===== src/rtl/adpcm_pkg.sv =====
`timescale 1ns / 1ps
package adpcm_pkg;

   localparam int CSR_DATA_W = 64;
   localparam int CSR_IDX_W  = 3;
   localparam int COUNT_W    = 25;
   localparam int SAMPLE_W   = 16;
   localparam int PROD_W     = 32;
   localparam int ACC_W      = 34;
   localparam int FRAC_BITS  = 11;
   localparam int QUEUE_DEPTH = 4;
   localparam int QPTR_W      = $clog2(QUEUE_DEPTH);

   localparam logic [COUNT_W-1:0] MAX_SAMPLES = COUNT_W'(20000000);
   localparam logic [3:0]         PRED_MAX    = 4'd7;
   localparam logic signed [ACC_W-1:0] ROUND_HALF = ACC_W'(1024);
   localparam logic signed [ACC_W-1:0] SAT_HIGH   = ACC_W'(32767);
   localparam logic signed [ACC_W-1:0] SAT_LOW    = -ACC_W'(32768);

   typedef enum logic [CSR_IDX_W-1:0] {
      CSR_COEFF_01 = 3'd0,
      CSR_COEFF_23 = 3'd1,
      CSR_COEFF_45 = 3'd2,
      CSR_COEFF_67 = 3'd3,
      CSR_HISTORY  = 3'd4,
      CSR_COUNT    = 3'd5
   } csr_idx_type;

   typedef struct packed {
      logic [3:0][CSR_DATA_W-1:0] coeff;
      logic [31:0]                history;
      logic [COUNT_W-1:0]         count;
   } cfg_type;

   // One queue entry per input word that leaves work for the back end.
   typedef struct packed {
      logic                load;
      logic                bad;
      logic [1:0]          n_samples;
      logic                send;
      logic [7:0]          data_byte;
      logic [SAMPLE_W-1:0] c1;
      logic [SAMPLE_W-1:0] c2;
      logic [3:0]          scale_exp;
   } entry_type;

endpackage


===== src/rtl/adpcm_if.sv =====
`timescale 1ns / 1ps
interface adpcm_req_if;
   logic       valid;
   logic       ready;
   logic [7:0] encoded_byte;
   logic       stream_start;

   modport source (output valid, output encoded_byte, output stream_start, input ready);
   modport sink (input valid, input encoded_byte, input stream_start, output ready);
endinterface

interface adpcm_rsp_if;
   logic               valid;
   logic               ready;
   logic signed [15:0] pcm_sample;
   logic               item_end;
   logic               stream_end;
   logic               bad_predictor;

   modport source (output valid, output pcm_sample, output item_end, output stream_end,
                   output bad_predictor, input ready);
   modport sink (input valid, input pcm_sample, input item_end, input stream_end,
                 input bad_predictor, output ready);
endinterface


===== src/rtl/adpcm_csr.sv =====
`timescale 1ns / 1ps
module adpcm_csr
   import adpcm_pkg::*;
(
   input  logic                  clock,
   input  logic                  reset,
   input  logic                  csr_write_enable,
   input  logic [CSR_IDX_W-1:0]  csr_index,
   input  logic [CSR_DATA_W-1:0] csr_write_data,
   output cfg_type               cfg
);

   cfg_type cfg_ff;
   cfg_type cfg_in;

   always_comb begin
      cfg_in = cfg_ff;
      if (csr_write_enable) begin
         case (csr_idx_type'(csr_index))
            CSR_COEFF_01: cfg_in.coeff[0] = csr_write_data;
            CSR_COEFF_23: cfg_in.coeff[1] = csr_write_data;
            CSR_COEFF_45: cfg_in.coeff[2] = csr_write_data;
            CSR_COEFF_67: cfg_in.coeff[3] = csr_write_data;
            CSR_HISTORY:  cfg_in.history  = csr_write_data[31:0];
            CSR_COUNT:    cfg_in.count    = csr_write_data[COUNT_W-1:0];
            default: ;
         endcase
      end
   end

   always_ff @(posedge clock) begin
      if (reset) begin
         cfg_ff.coeff   <= '0;
         cfg_ff.history <= '0;
         cfg_ff.count   <= COUNT_W'(1);
      end else begin
         cfg_ff <= cfg_in;
      end
   end

   assign cfg = cfg_ff;

endmodule


===== src/rtl/adpcm_front.sv =====
`timescale 1ns / 1ps
module adpcm_front
   import adpcm_pkg::*;
(
   input  logic              clock,
   input  logic              reset,
   adpcm_req_if.sink         req_bus,
   input  cfg_type           cfg,
   input  logic              q_full,
   output logic              push,
   output entry_type         push_entry
);

   logic [2:0]          pos_ff, pos_in;
   logic [COUNT_W-1:0]  cnt_ff, cnt_in;
   logic                halted_ff, halted_in;
   logic [SAMPLE_W-1:0] c1_ff, c1_in, c2_ff, c2_in;
   logic [3:0]          exp_ff, exp_in;

   logic               accept;
   logic               start;
   logic [2:0]         pos_eff;
   logic [COUNT_W-1:0] cnt_eff;
   logic               halt_eff;
   logic [COUNT_W-1:0] lim;
   logic [3:0]         pred;
   logic [CSR_DATA_W-1:0] coeff_reg;
   logic [31:0]        coeff_pair;
   logic               push_need;

   assign req_bus.ready = !q_full;
   assign accept = req_bus.valid && !q_full;
   assign start  = req_bus.stream_start;
   assign pred   = req_bus.encoded_byte[7:4];

   always_comb begin
      pos_eff  = start ? 3'd0 : pos_ff;
      cnt_eff  = start ? '0 : cnt_ff;
      halt_eff = start ? 1'b0 : halted_ff;
      lim      = (cfg.count > MAX_SAMPLES) ? MAX_SAMPLES : cfg.count;

      coeff_reg  = cfg.coeff[pred[2:1]];
      coeff_pair = pred[0] ? coeff_reg[63:32] : coeff_reg[31:0];

      pos_in    = pos_ff;
      cnt_in    = cnt_ff;
      halted_in = halted_ff;
      c1_in     = c1_ff;
      c2_in     = c2_ff;
      exp_in    = exp_ff;

      push_entry.load      = start;
      push_entry.bad       = 1'b0;
      push_entry.n_samples = 2'd0;
      push_entry.send      = 1'b0;
      push_entry.data_byte = req_bus.encoded_byte;
      push_entry.c1        = c1_ff;
      push_entry.c2        = c2_ff;
      push_entry.scale_exp = exp_ff;
      push_need            = start;

      if (accept) begin
         pos_in    = pos_eff;
         cnt_in    = cnt_eff;
         halted_in = halt_eff;
         if (!halt_eff) begin
            if (pos_eff == 3'd0) begin
               pos_in = 3'd1;
               if (cnt_eff < lim) begin
                  if (pred > PRED_MAX) begin
                     halted_in      = 1'b1;
                     push_entry.bad = 1'b1;
                     push_need      = 1'b1;
                  end else begin
                     c1_in  = coeff_pair[15:0];
                     c2_in  = coeff_pair[31:16];
                     exp_in = req_bus.encoded_byte[3:0];
                  end
               end
            end else begin
               pos_in = pos_eff + 3'd1;
               if (cnt_eff < lim) begin
                  // The second nibble is dropped once the count is met.
                  push_entry.n_samples = ((cnt_eff + COUNT_W'(1)) < lim) ? 2'd2 : 2'd1;
                  cnt_in          = cnt_eff + COUNT_W'(push_entry.n_samples);
                  push_entry.send = (cnt_in == lim);
                  push_need       = 1'b1;
               end
            end
         end
      end
   end

   assign push = accept && push_need;

   always_ff @(posedge clock) begin
      if (reset) begin
         pos_ff    <= '0;
         cnt_ff    <= '0;
         halted_ff <= 1'b0;
         c1_ff     <= '0;
         c2_ff     <= '0;
         exp_ff    <= '0;
      end else begin
         pos_ff    <= pos_in;
         cnt_ff    <= cnt_in;
         halted_ff <= halted_in;
         c1_ff     <= c1_in;
         c2_ff     <= c2_in;
         exp_ff    <= exp_in;
      end
   end

endmodule


===== src/rtl/adpcm_queue.sv =====
`timescale 1ns / 1ps
module adpcm_queue
   import adpcm_pkg::*;
(
   input  logic      clock,
   input  logic      reset,
   input  logic      push,
   input  entry_type push_entry,
   output logic      full,
   input  logic      pop,
   output logic      head_valid,
   output entry_type head_entry
);

   entry_type         mem_ff [QUEUE_DEPTH];
   logic [QPTR_W-1:0] wr_ptr_ff, wr_ptr_in;
   logic [QPTR_W-1:0] rd_ptr_ff, rd_ptr_in;
   logic [QPTR_W:0]   count_ff, count_in;
   logic              do_pop;

   assign full       = (count_ff == (QPTR_W+1)'(QUEUE_DEPTH));
   assign head_valid = (count_ff != '0);
   assign head_entry = mem_ff[rd_ptr_ff];
   assign do_pop     = pop && head_valid;

   always_comb begin
      wr_ptr_in = push ? wr_ptr_ff + QPTR_W'(1) : wr_ptr_ff;
      rd_ptr_in = do_pop ? rd_ptr_ff + QPTR_W'(1) : rd_ptr_ff;
      count_in  = count_ff;
      if (push && !do_pop) begin
         count_in = count_ff + (QPTR_W+1)'(1);
      end else if (!push && do_pop) begin
         count_in = count_ff - (QPTR_W+1)'(1);
      end
   end

   always_ff @(posedge clock) begin
      if (reset) begin
         wr_ptr_ff <= '0;
         rd_ptr_ff <= '0;
         count_ff  <= '0;
      end else begin
         wr_ptr_ff <= wr_ptr_in;
         rd_ptr_ff <= rd_ptr_in;
         count_ff  <= count_in;
      end
   end

   always_ff @(posedge clock) begin
      if (push) begin
         mem_ff[wr_ptr_ff] <= push_entry;
      end
   end

endmodule


===== src/rtl/adpcm_back.sv =====
`timescale 1ns / 1ps
module adpcm_back
   import adpcm_pkg::*;
(
   input  logic        clock,
   input  logic        reset,
   input  logic [31:0] history,
   input  logic        head_valid,
   input  entry_type   head_entry,
   output logic        pop,
   adpcm_rsp_if.source rsp_bus
);

   typedef enum logic {PH_MUL, PH_SUM} phase_type;

   phase_type                  ph_ff, ph_in;
   logic                       idx_ff, idx_in;
   logic signed [SAMPLE_W-1:0] prev_ff, prev_in, older_ff, older_in;
   logic signed [PROD_W-1:0]   p1_ff, p1_in, p2_ff, p2_in;
   logic signed [ACC_W-1:0]    sc_ff, sc_in;
   logic                       rsp_valid_ff, rsp_valid_in;
   logic signed [SAMPLE_W-1:0] pcm_ff, pcm_in;
   logic                       iend_ff, iend_in, send_ff, send_in, bad_ff, bad_in;

   logic                       out_free;
   logic                       use_hist;
   logic signed [SAMPLE_W-1:0] prev_eff, older_eff;
   logic [3:0]                 nib;
   logic signed [ACC_W-1:0]    nib_ext;
   logic signed [ACC_W-1:0]    acc;
   logic signed [ACC_W-1:0]    shifted;
   logic signed [SAMPLE_W-1:0] sat;
   logic                       last;

   assign out_free  = !rsp_valid_ff || rsp_bus.ready;
   assign use_hist  = !idx_ff && head_entry.load;
   assign prev_eff  = use_hist ? $signed(history[15:0]) : prev_ff;
   assign older_eff = use_hist ? $signed(history[31:16]) : older_ff;
   assign nib       = idx_ff ? head_entry.data_byte[3:0] : head_entry.data_byte[7:4];
   assign nib_ext   = $signed({{(ACC_W-4){nib[3]}}, nib});
   assign last      = idx_ff || (head_entry.n_samples == 2'd1);

   // Sum of the registered terms plus a rounding half, then an arithmetic shift and saturation.
   assign acc = $signed({{(ACC_W-PROD_W){p1_ff[PROD_W-1]}}, p1_ff})
              + $signed({{(ACC_W-PROD_W){p2_ff[PROD_W-1]}}, p2_ff})
              + sc_ff + ROUND_HALF;
   assign shifted = acc >>> FRAC_BITS;

   always_comb begin
      if (shifted > SAT_HIGH) begin
         sat = SAT_HIGH[SAMPLE_W-1:0];
      end else if (shifted < SAT_LOW) begin
         sat = SAT_LOW[SAMPLE_W-1:0];
      end else begin
         sat = shifted[SAMPLE_W-1:0];
      end
   end

   always_comb begin
      ph_in        = ph_ff;
      idx_in       = idx_ff;
      prev_in      = prev_ff;
      older_in     = older_ff;
      p1_in        = p1_ff;
      p2_in        = p2_ff;
      sc_in        = sc_ff;
      rsp_valid_in = rsp_valid_ff && !rsp_bus.ready;
      pcm_in       = pcm_ff;
      iend_in      = iend_ff;
      send_in      = send_ff;
      bad_in       = bad_ff;
      pop          = 1'b0;

      case (ph_ff)
         PH_MUL: begin
            if (head_valid) begin
               if (head_entry.bad) begin
                  if (out_free) begin
                     rsp_valid_in = 1'b1;
                     pcm_in       = '0;
                     iend_in      = 1'b1;
                     send_in      = 1'b0;
                     bad_in       = 1'b1;
                     prev_in      = prev_eff;
                     older_in     = older_eff;
                     pop          = 1'b1;
                  end
               end else if (head_entry.n_samples == 2'd0) begin
                  // A header word: only a stream start leaves work here.
                  prev_in  = prev_eff;
                  older_in = older_eff;
                  pop      = 1'b1;
               end else begin
                  p1_in    = $signed(head_entry.c1) * prev_eff;
                  p2_in    = $signed(head_entry.c2) * older_eff;
                  sc_in    = nib_ext <<< (5'(head_entry.scale_exp) + 5'(FRAC_BITS));
                  prev_in  = prev_eff;
                  older_in = older_eff;
                  ph_in    = PH_SUM;
               end
            end
         end
         PH_SUM: begin
            if (out_free) begin
               rsp_valid_in = 1'b1;
               pcm_in       = sat;
               iend_in      = last;
               send_in      = last && head_entry.send;
               bad_in       = 1'b0;
               older_in     = prev_ff;
               prev_in      = sat;
               ph_in        = PH_MUL;
               idx_in       = !last;
               pop          = last;
            end
         end
         default: ph_in = PH_MUL;
      endcase
   end

   always_ff @(posedge clock) begin
      if (reset) begin
         ph_ff        <= PH_MUL;
         idx_ff       <= 1'b0;
         prev_ff      <= '0;
         older_ff     <= '0;
         rsp_valid_ff <= 1'b0;
      end else begin
         ph_ff        <= ph_in;
         idx_ff       <= idx_in;
         prev_ff      <= prev_in;
         older_ff     <= older_in;
         rsp_valid_ff <= rsp_valid_in;
         p1_ff        <= p1_in;
         p2_ff        <= p2_in;
         sc_ff        <= sc_in;
         pcm_ff       <= pcm_in;
         iend_ff      <= iend_in;
         send_ff      <= send_in;
         bad_ff       <= bad_in;
      end
   end

   assign rsp_bus.valid         = rsp_valid_ff;
   assign rsp_bus.pcm_sample    = pcm_ff;
   assign rsp_bus.item_end      = iend_ff;
   assign rsp_bus.stream_end    = send_ff;
   assign rsp_bus.bad_predictor = bad_ff;

endmodule


===== src/rtl/dsp_adpcm_decoder_unit.sv =====
`timescale 1ns / 1ps
// Decoder for one channel of 4-bit ADPCM. Each word on req_bus is one encoded byte;
// stream_start marks the header byte that opens a stream and reloads the history.
// Frames are eight bytes: a header (predictor, scale exponent) and seven data bytes
// of two samples each. Each sample leaves on rsp_bus as one word, item_end marking the
// last word caused by a byte and stream_end the last sample of the programmed count.
// A header with a predictor above seven, before the count is met, gives one word with
// bad_predictor set and halts decoding until the next stream start.
// The input side takes a byte every cycle while its four-entry queue has room.
// The decode unit handles each sample in a multiply step and then a sum-and-saturate step,
// and as each sample needs the one before it, it starts no sample before the last is done;
// a header that carries a stream start takes a step of its own. A sample passes from the
// queue through the product registers to the output register.
// The output register lets the decode unit do the multiply step of the next sample while a
// word waits to be taken; a stalled receiver backs up into the queue and then drops req_bus.ready.
// Reset empties the queue and the output register and clears all state but the data registers
// of the decode unit; the registers on the csr_ port return to their defaults (sample count one).
module dsp_adpcm_decoder_unit
   import adpcm_pkg::*;
(
   input  logic                  clock,
   input  logic                  reset,
   adpcm_req_if.sink             req_bus,
   adpcm_rsp_if.source           rsp_bus,
   input  logic                  csr_write_enable,
   input  logic [CSR_IDX_W-1:0]  csr_index,
   input  logic [CSR_DATA_W-1:0] csr_write_data
);

   cfg_type   cfg;
   logic      q_full;
   logic      push;
   entry_type push_entry;
   logic      pop;
   logic      head_valid;
   entry_type head_entry;

   adpcm_csr u_csr (
      .clock            (clock),
      .reset            (reset),
      .csr_write_enable (csr_write_enable),
      .csr_index        (csr_index),
      .csr_write_data   (csr_write_data),
      .cfg              (cfg)
   );

   adpcm_front u_front (
      .clock      (clock),
      .reset      (reset),
      .req_bus    (req_bus),
      .cfg        (cfg),
      .q_full     (q_full),
      .push       (push),
      .push_entry (push_entry)
   );

   adpcm_queue u_queue (
      .clock      (clock),
      .reset      (reset),
      .push       (push),
      .push_entry (push_entry),
      .full       (q_full),
      .pop        (pop),
      .head_valid (head_valid),
      .head_entry (head_entry)
   );

   adpcm_back u_back (
      .clock      (clock),
      .reset      (reset),
      .history    (cfg.history),
      .head_valid (head_valid),
      .head_entry (head_entry),
      .pop        (pop),
      .rsp_bus    (rsp_bus)
   );

endmodule


===== src/flat_wrapper.sv =====
// flat-port wrapper written by rule: the top's interface ports become plain ports
module dsp_adpcm_decoder_unit_flat import adpcm_pkg::*;
  (clock, reset, csr_write_enable, csr_index, csr_write_data, req_bus_valid, req_bus_encoded_byte, req_bus_stream_start, req_bus_ready, rsp_bus_valid, rsp_bus_pcm_sample, rsp_bus_item_end, rsp_bus_stream_end, rsp_bus_bad_predictor, rsp_bus_ready);
  adpcm_req_if req_bus_i ();
  adpcm_rsp_if rsp_bus_i ();
  input  logic clock;
  input  logic reset;
  input  logic csr_write_enable;
  input  logic [CSR_IDX_W-1:0] csr_index;
  input  logic [CSR_DATA_W-1:0] csr_write_data;
  input wire logic [$bits(req_bus_i.valid)-1:0] req_bus_valid;
  input wire logic [$bits(req_bus_i.encoded_byte)-1:0] req_bus_encoded_byte;
  input wire logic [$bits(req_bus_i.stream_start)-1:0] req_bus_stream_start;
  output wire logic [$bits(req_bus_i.ready)-1:0] req_bus_ready;
  output wire logic [$bits(rsp_bus_i.valid)-1:0] rsp_bus_valid;
  output wire logic [$bits(rsp_bus_i.pcm_sample)-1:0] rsp_bus_pcm_sample;
  output wire logic [$bits(rsp_bus_i.item_end)-1:0] rsp_bus_item_end;
  output wire logic [$bits(rsp_bus_i.stream_end)-1:0] rsp_bus_stream_end;
  output wire logic [$bits(rsp_bus_i.bad_predictor)-1:0] rsp_bus_bad_predictor;
  input wire logic [$bits(rsp_bus_i.ready)-1:0] rsp_bus_ready;
  assign req_bus_i.valid = req_bus_valid;
  assign req_bus_i.encoded_byte = req_bus_encoded_byte;
  assign req_bus_i.stream_start = req_bus_stream_start;
  assign req_bus_ready = req_bus_i.ready;
  assign rsp_bus_valid = rsp_bus_i.valid;
  assign rsp_bus_pcm_sample = rsp_bus_i.pcm_sample;
  assign rsp_bus_item_end = rsp_bus_i.item_end;
  assign rsp_bus_stream_end = rsp_bus_i.stream_end;
  assign rsp_bus_bad_predictor = rsp_bus_i.bad_predictor;
  assign rsp_bus_i.ready = rsp_bus_ready;
  dsp_adpcm_decoder_unit u_core (.clock(clock), .reset(reset), .req_bus(req_bus_i), .rsp_bus(rsp_bus_i), .csr_write_enable(csr_write_enable), .csr_index(csr_index), .csr_write_data(csr_write_data));
endmodule

===== config.mk =====
export PLATFORM = sky130hd
export DESIGN_NAME = dsp_adpcm_decoder_unit_flat
export DESIGN_NICKNAME = d
export VERILOG_FILES = /design/src/rtl/adpcm_pkg.sv /design/src/rtl/adpcm_if.sv /design/src/rtl/adpcm_csr.sv /design/src/rtl/adpcm_front.sv /design/src/rtl/adpcm_queue.sv /design/src/rtl/adpcm_back.sv /design/src/rtl/dsp_adpcm_decoder_unit.sv /design/src/flat_wrapper.sv
export SDC_FILE = /design/constraint.sdc
export NUM_CORES = 2
export LEC_CHECK = 0
export BUFFER_PORTS_ARGS = -buffer_cell sky130_fd_sc_hd__buf_2
export CORE_MARGIN = 5
export CORE_UTILIZATION = 56
export DETAILED_ROUTE_END_ITERATION = 6
export PLACE_DENSITY = 0.81
export RECOVER_POWER = 25
export SETUP_SLACK_MARGIN = 0.4
export SLEW_MARGIN = 15
export SYNTH_ARGS = -nofsm -noshare
export SYNTH_HDL_FRONTEND = slang
export SYNTH_SLANG_ARGS = --single-unit
export TNS_END_PERCENT = 5

===== constraint.sdc =====
create_clock -name clock -period 9.1 [get_ports clock]
set_input_delay 0.91 -clock clock [delete_from_list [all_inputs] [get_ports clock]]
set_output_delay 0.91 -clock clock [all_outputs]
set_load 0.02 [all_outputs]

==> After elaboration in Yosys (flattened, before gate mapping) <==
Memories as Yosys holds them, arrays and structs flattened. A register that Yosys moved wholly into a read port is not among the register bits.
Cells that the tools add are included.
{ "word_totals": {"in_bits": 81, "memories": 1, "romBits": 0, "mem_bits_rw": 196, "latchBits": 0, "out_inout_bits": 21, "word_cells": 179, "ff_bits": 537} }
{ "memory_table": {"columns": ["name", "words", "word_bits", "read_ports", "rd_clocked_by_memory_dff", "write_ports", "line_no", "text"], "rows": [
  ["u_core.u_queue.mem_ff", 4, 49, 1, 1, 1, "adpcm_queue.sv:15", "entry_type mem_ff [QUEUE_DEPTH];"]
]} }
{ "classes": {"n_reduce_logical": 33, "n_div": 0, "shifts": 1, "n_addsub": 11, "n_lt_le_gt_ge": 7, "n_mul": 2, "bitwise": 6, "mux": 78, "n_eq_ne": 13} }
{ "ops": {"columns": ["op", "count"], "rows": [
  ["$mux W16", 15],
  ["$bmux W64 S2", 1],
  ["$mux W25", 5],
  ["$pmux W16 S2", 3],
  ["$mul A16 B16 Y32", 2],
  ["$mux W64", 1],
  ["$lt A25 B25 Y1", 2],
  ["$add A33 B34 Y34", 1],
  ["$add A34 B12 Y34 const B", 1],
  ["$sshl A4 B5 Y34", 1],
  ["$add A32 B32 Y33", 1],
  ["$mux W1", 33],
  ["$mux W32", 1],
  ["$add A25 B1 Y25 const B", 1],
  ["$add A25 B2 Y25", 1],
  ["$eq A25 B25 Y1", 1],
  ["$gt A25 B25 Y1 const B", 1],
  ["$gt A23 B16 Y1 const B", 1],
  ["$lt A23 B16 Y1 const B", 1],
  ["$mux W3", 7],
  ["$reduce_and A5 Y1", 3],
  ["$reduce_and A2 Y1", 7],
  ["$mux W4", 3],
  ["$pmux W1 S2", 6],
  ["other kinds (23)", 52]
]} }

==> Depth between registers and ports, before layout <==
{ "logic_depth": {"word_depth": 12, "depth_mapped": 36, "mapped_depth_nobuf": 30} }

==> Hierarchy <==
From an unflattened synthesis, not the netlist that was laid out.
{ "unflattened": {"hier_cells": 5257, "area_unflattened_um2": 56038.7} }
{ "by_module_without_submodules": {"columns": ["module", "area_per_inst_um2", "instances", "seq_area_each_um2", "cells_each"], "rows": [
  ["adpcm_back", 28609.9, 1, 4214.0, 3003],
  ["adpcm_csr", 12197.9, 1, 6266.0, 1090],
  ["adpcm_front", 7699.9, 1, 1301.2, 864],
  ["adpcm_queue", 7531.0, 1, 6065.8, 300]
]} }

==> Worst setup path before layout <==
OpenSTA, ideal clock, no wires.
{ "synth_timing": {"kind": "register to register", "from": "reg with a tool-made name", "to": "reg u_core.u_back.p1_ff[31], data pin", "setup_time_ns": 0.260, "period_less_slack_ns": 8.036, "required_time_ns": 8.840, "arrival_ns": 7.776, "n_path_buf": 6, "path_stages_with_launch": 29, "slack_ns": 1.064, "path_cell_list": "dfxtp_1 buf_2 buf_2 buf_2 buf_1 mux4_2 clkbuf_1 nand2_1 fa_1 inv_1 fa_1 inv_1 fa_1 inv_1 fa_1 inv_1 fa_1 inv_1 fa_1 ha_1 clkbuf_1 a41o_1 a221oi_1 o221ai_1 a31o_2 o41a_1 a211o_1 a21oi_1 xnor2_1"} }
{ "synth_rtl": {"columns": ["item", "line_no", "text"], "rows": [
  ["end signal, assigned", "adpcm_back.sv:134", "p1_ff <= p1_in;"],
  ["end, declared", "adpcm_back.sv:19", "logic signed [PROD_W-1:0] p1_ff, p1_in, p2_ff, p2_in;"]
]} }

==> out/qor.txt <==
Run status -> finished with violations
Violated checks -> max-capacitance violations, max-slew violations
Flop pwr share -> 25.1%
Synthesized instance count -> 5471
Max Slew Vio Count -> 436
Die area -> 0.102 sq mm
P&R area growth vs syn -> 7.79%
Worst skew pair latency -> 660 ps
Worst Path Arrival -> 8640 ps
Vias/cell -> 5.91
Core area -> 0.0950 sq mm
Setup TNS -> 0 ps
Number of global-route vias before repair -> 40.1k
Post-synth cell types -> 87
Initial antenna violation count -> 17
F_max -> 121 MHz
Cts bufs inserted -> 77
Initial Util -> 56.4%
Max_cap viols -> 10
CTS H-tree depth -> 3
Share of the synthesized area in the top cell type -> 20.9%
Wirelength per Cell -> 21.2 um
Layout cell share with drive strength beyond 1 -> 7.74%
Largest net degree at the start of global routing -> 260
GR Overflow Total -> 0
Fill count -> 7584
Total power -> 17.4 mW
VDD IR-drop max -> 0.265 mV
Min Tclk post-route -> 8250 ps
Dpl hpwl -> 105 mm
# IOs -> 102
Yosys warns -> 0
Hold_buf cts -> 0
P_sw -> 7.89 mW
Total global-route track usage -> 27.8%
CTS tree -> built
Worst stage delay on the critical path -> 560 ps
Post-synth top flop -> dfxtp_1
R2r worst-path depth -> 24
Post-CTS setup-driven buffer insertion count -> 0
Power Density -> 301 mW/mm^2
Reg-to-Reg End -> u_core.u_back.p2_ff[28]$_DFFE_PP_
Worst slew margin -> -197%
Crit path depth -> 24
Fin nets -> 6362
Num rows -> 113
Net Sw Frac -> 45.5%
Cell taking the most area after synthesis -> fa_1
Clock buffer depth -> 3
Setup-failing EPs final -> 0
Routed Antenna Nets -> 0
P_leak -> 22.5 nW
DRC violations left -> 0
Placed insts -> 6623
Slew of the pin with the lowest slew margin -> 4450 ps
Number of synthesized flops with an enable pin -> 313
Post-CTS sizing -> 0
Required @ worst endpoint -> 9480 ps
Clock slew at reported path FFs -> 60 ps
Seq/Total Area, Yosys -> 33.3%
Die Height -> 319 um
Combinational fraction of design power -> 56.5%
CP bufs+invs -> 5
Pre-CTS setup slack -> 959 ps
Clock Sinks -> 735
Xor and xnor area share after synthesis -> 2.75%
Post-Syn Area per Cell -> 9.79 sq um
CP Capture Type -> flip-flop
Startpoint type of the worst setup path -> flip-flop
RSZ-0062 raised after global routing -> no
DRT iter0 DRCs -> 4362
Hold Crit Depth -> 2
Clock Skew -> 52.0 ps
Hold path startpoint -> u_core.u_back.older_ff[10]$_SDFFE_PP0P_
CP top delay family -> adder cells
R2R setup slack -> 850 ps
Worst Path Max Fanout -> 17
Routed vias -> 40.0k
DR pass1 iterations -> 6
Clock Power Share -> 18.5%
GPL Wtd Cong -> 1.01
First-pass GRT wire length -> 227 mm
Width of the die -> 319 um
Simple-gate share of the synthesized area -> 14.0%
Final hold viol count -> 0
WHS -> 452 ps
Final setup margin -> 849 ps
Root Buffer -> clkbuf_16
Post-Layout Cell Count -> 6764
Asr flop ratio synth -> 0%
WHS Endpoint -> u_core.u_back.older_ff[10]$_SDFFE_PP0P_
Adder-cell share of the synthesized area -> 27.6%
Register bit count reported by yosys -> 735
Crit-path slowest cell -> fa_1
Largest family of logic cells by synthesized area -> adder cells
I/O Buffers -> 101
Drt total wl -> 144 mm
Int Power -> 9.46 mW
Cell chain of the critical path -> mux4_2 -> nand2b_2 -> buf_4 -> buf_4 -> mux2_2 -> and2_1 -> fa_1 -> fa_1 -> inv_1 -> fa_1 -> fa_1 -> fa_1 -> fa_1 -> inv_1 -> ha_1 -> inv_1 -> nor3_1 -> o2111ai_1 -> a31oi_1 -> nor3_1 -> o31ai_1 -> a21o_1 -> a21oi_1 -> xnor2_1
Most frequent CP cell -> fa_1
Synth area leaders -> fa_1, edfxtp_1, dfxtp_1
Period utilization -> 90.7%
Hold WC Path Type -> flip-flop to flip-flop
Post-Syn Area -> 0.0535 sq mm
Post-synthesis mux area share -> 6.44%
Critical path class -> flip-flop to flip-flop
Compound-Gate Fraction of Synth Area -> 9.69%
==> worst max path at each step <==
stage,start,to,slack (ps)
after floorplan,flip-flop,u_core.u_back.p1_ff[31]$_DFFE_PP_,1060
after global placement,flip-flop,u_core.u_back.p2_ff[28]$_DFFE_PP_,1180
after detailed placement,flip-flop,u_core.u_back.p2_ff[28]$_DFFE_PP_,960
after CTS,flip-flop,u_core.u_back.p2_ff[28]$_DFFE_PP_,960
after global routing,flip-flop,u_core.u_back.p2_ff[28]$_DFFE_PP_,420
final,flip-flop,u_core.u_back.p2_ff[28]$_DFFE_PP_,850
==> power by group through the flow <==
stage	combinational [mW]	sequential, mW	clock (mW)
after detailed placement	9.48	4.42	0
after global routing	10.8	4.37	3.39
after floorplan	6.83	4.31	0
after CTS	9.56	4.35	3.23
after global placement	9.26	4.40	0
final	9.80	4.35	3.21
==> area by class of cell <==
type | count | area, sq um | area share [%]
Tap cell | 1265 | 1580 | 2.74
Clock buffer | 103 | 2170 | 3.76
Timing Repair Buffer | 154 | 911 | 1.58
Clock inverter | 31 | 450 | 0.780
Inverter | 601 | 2260 | 3.91
Sequential cell | 735 | 17900 | 30.9
Multi-Input combinational cell | 3869 | 32500 | 56.3
Antenna cell | 6 | 15.0 | 0.0260
==> placed cells by master, fill, tap and decap left out, types with 15 or more instances in the layout <==
cell and count:
a211oi_1 51, a21o_1 54, a21oi_1 465, a31oi_1 16, and2_1 34, and3_1 15
buf_2 70, buf_4 43, clkbuf_1 48, clkbuf_16 78, dfxtp_1 419, edfxtp_1 313
fa_1 560, ha_1 283, inv_1 599, mux2_2 43, mux2i_1 78, mux4_2 97
nand2_1 1118, nand2b_1 41, nand3_1 57, nand4_1 22, nor2_1 309, nor2b_1 53
nor3_1 37, o21a_1 31, o21ai_0 93, or3_1 16, xnor2_1 110, xor2_1 53
==> state kept, by name (all words and copies together) (netlist names), 2 cells and up, named ones only <==
| register | count |
|---|---|
| u_core.u_back.older_ff | 16 |
| u_core.u_back.p1_ff | 32 |
| u_core.u_back.p2_ff | 32 |
| u_core.u_back.prev_ff | 16 |
| u_core.u_back.rsp_bus.pcm_sample | 16 |
| u_core.u_back.sc_ff | 34 |
| u_core.u_csr.cfg | 313 |
| u_core.u_front.c1_ff | 16 |
| u_core.u_front.c2_ff | 16 |
| u_core.u_front.cnt_ff | 25 |
| u_core.u_front.exp_ff | 4 |
| u_core.u_front.pos_ff | 3 |
| u_core.u_queue.count_ff | 3 |
| u_core.u_queue.mem_ff | 196 |
| u_core.u_queue.rd_ptr_ff | 2 |
| u_core.u_queue.wr_ptr_ff | 2 |
==> synthesized netlist by cell type, drive strengths merged, types with 31 or more instances <==
library cell	instances
a211oi	52
a21o	54
a21oi	466
and2	40
buf	41
clkbuf	228
dfxtp	422
edfxtp	313
fa	560
ha	283
inv	600
mux2	43
mux2i	78
mux4	97
nand2	1120
nand2b	42
nand3	58
nor2	309
nor2b	53
nor3	40
o21a	31
o21ai	108
xnor2	110
xor2	53
==> kinds of logic after synthesis <==
kind of cell               after synthesis
and+or+nand+nor                       1778
AOI/OAI and AO/OA                      860
buffers and inverters                  870
DFF                                    735
muxes                                  218
adders and majority gates              844
other                                    1
xor gates and xnor gates               165
==> worst reg2reg max path, cell delays in order (launching register included) <==
cell and delay [ps]:
dfxtp_4 370, mux4_2 530, nand2b_2 340, buf_4 350, buf_4 300, mux2_2 530
and2_1 250, fa_1 530, fa_1 520, inv_1 70, fa_1 500, fa_1 560
fa_1 430, fa_1 490, inv_1 40, ha_1 350, inv_1 90, nor3_1 450
o2111ai_1 190, a31oi_1 190, nor3_1 100, o31ai_1 450, a21o_1 190, a21oi_1 70
xnor2_1 130
==> layer usage <==
layer	wire length, um	GRT usage, %	vias to the layer above
li1	-	-	18000
met2	65300	43.4	1952
met5	134	0	-
met1	57400	38.3	19700
met3	15300	7.19	304
met4	5540	9.32	20
==> metrics by stage <==
| stage | area [sq um] | util [%] |
|---|---|---|
| floorplan | 53600 | - |
| global placement | 55100 | 58.0 |
| detailed placement | 55100 | 58.0 |
| CTS | 57800 | 60.8 |
| global route | 57700 | 60.7 |
| finish | 57700 | 60.7 |
Power figures use the tool's default switching activity.
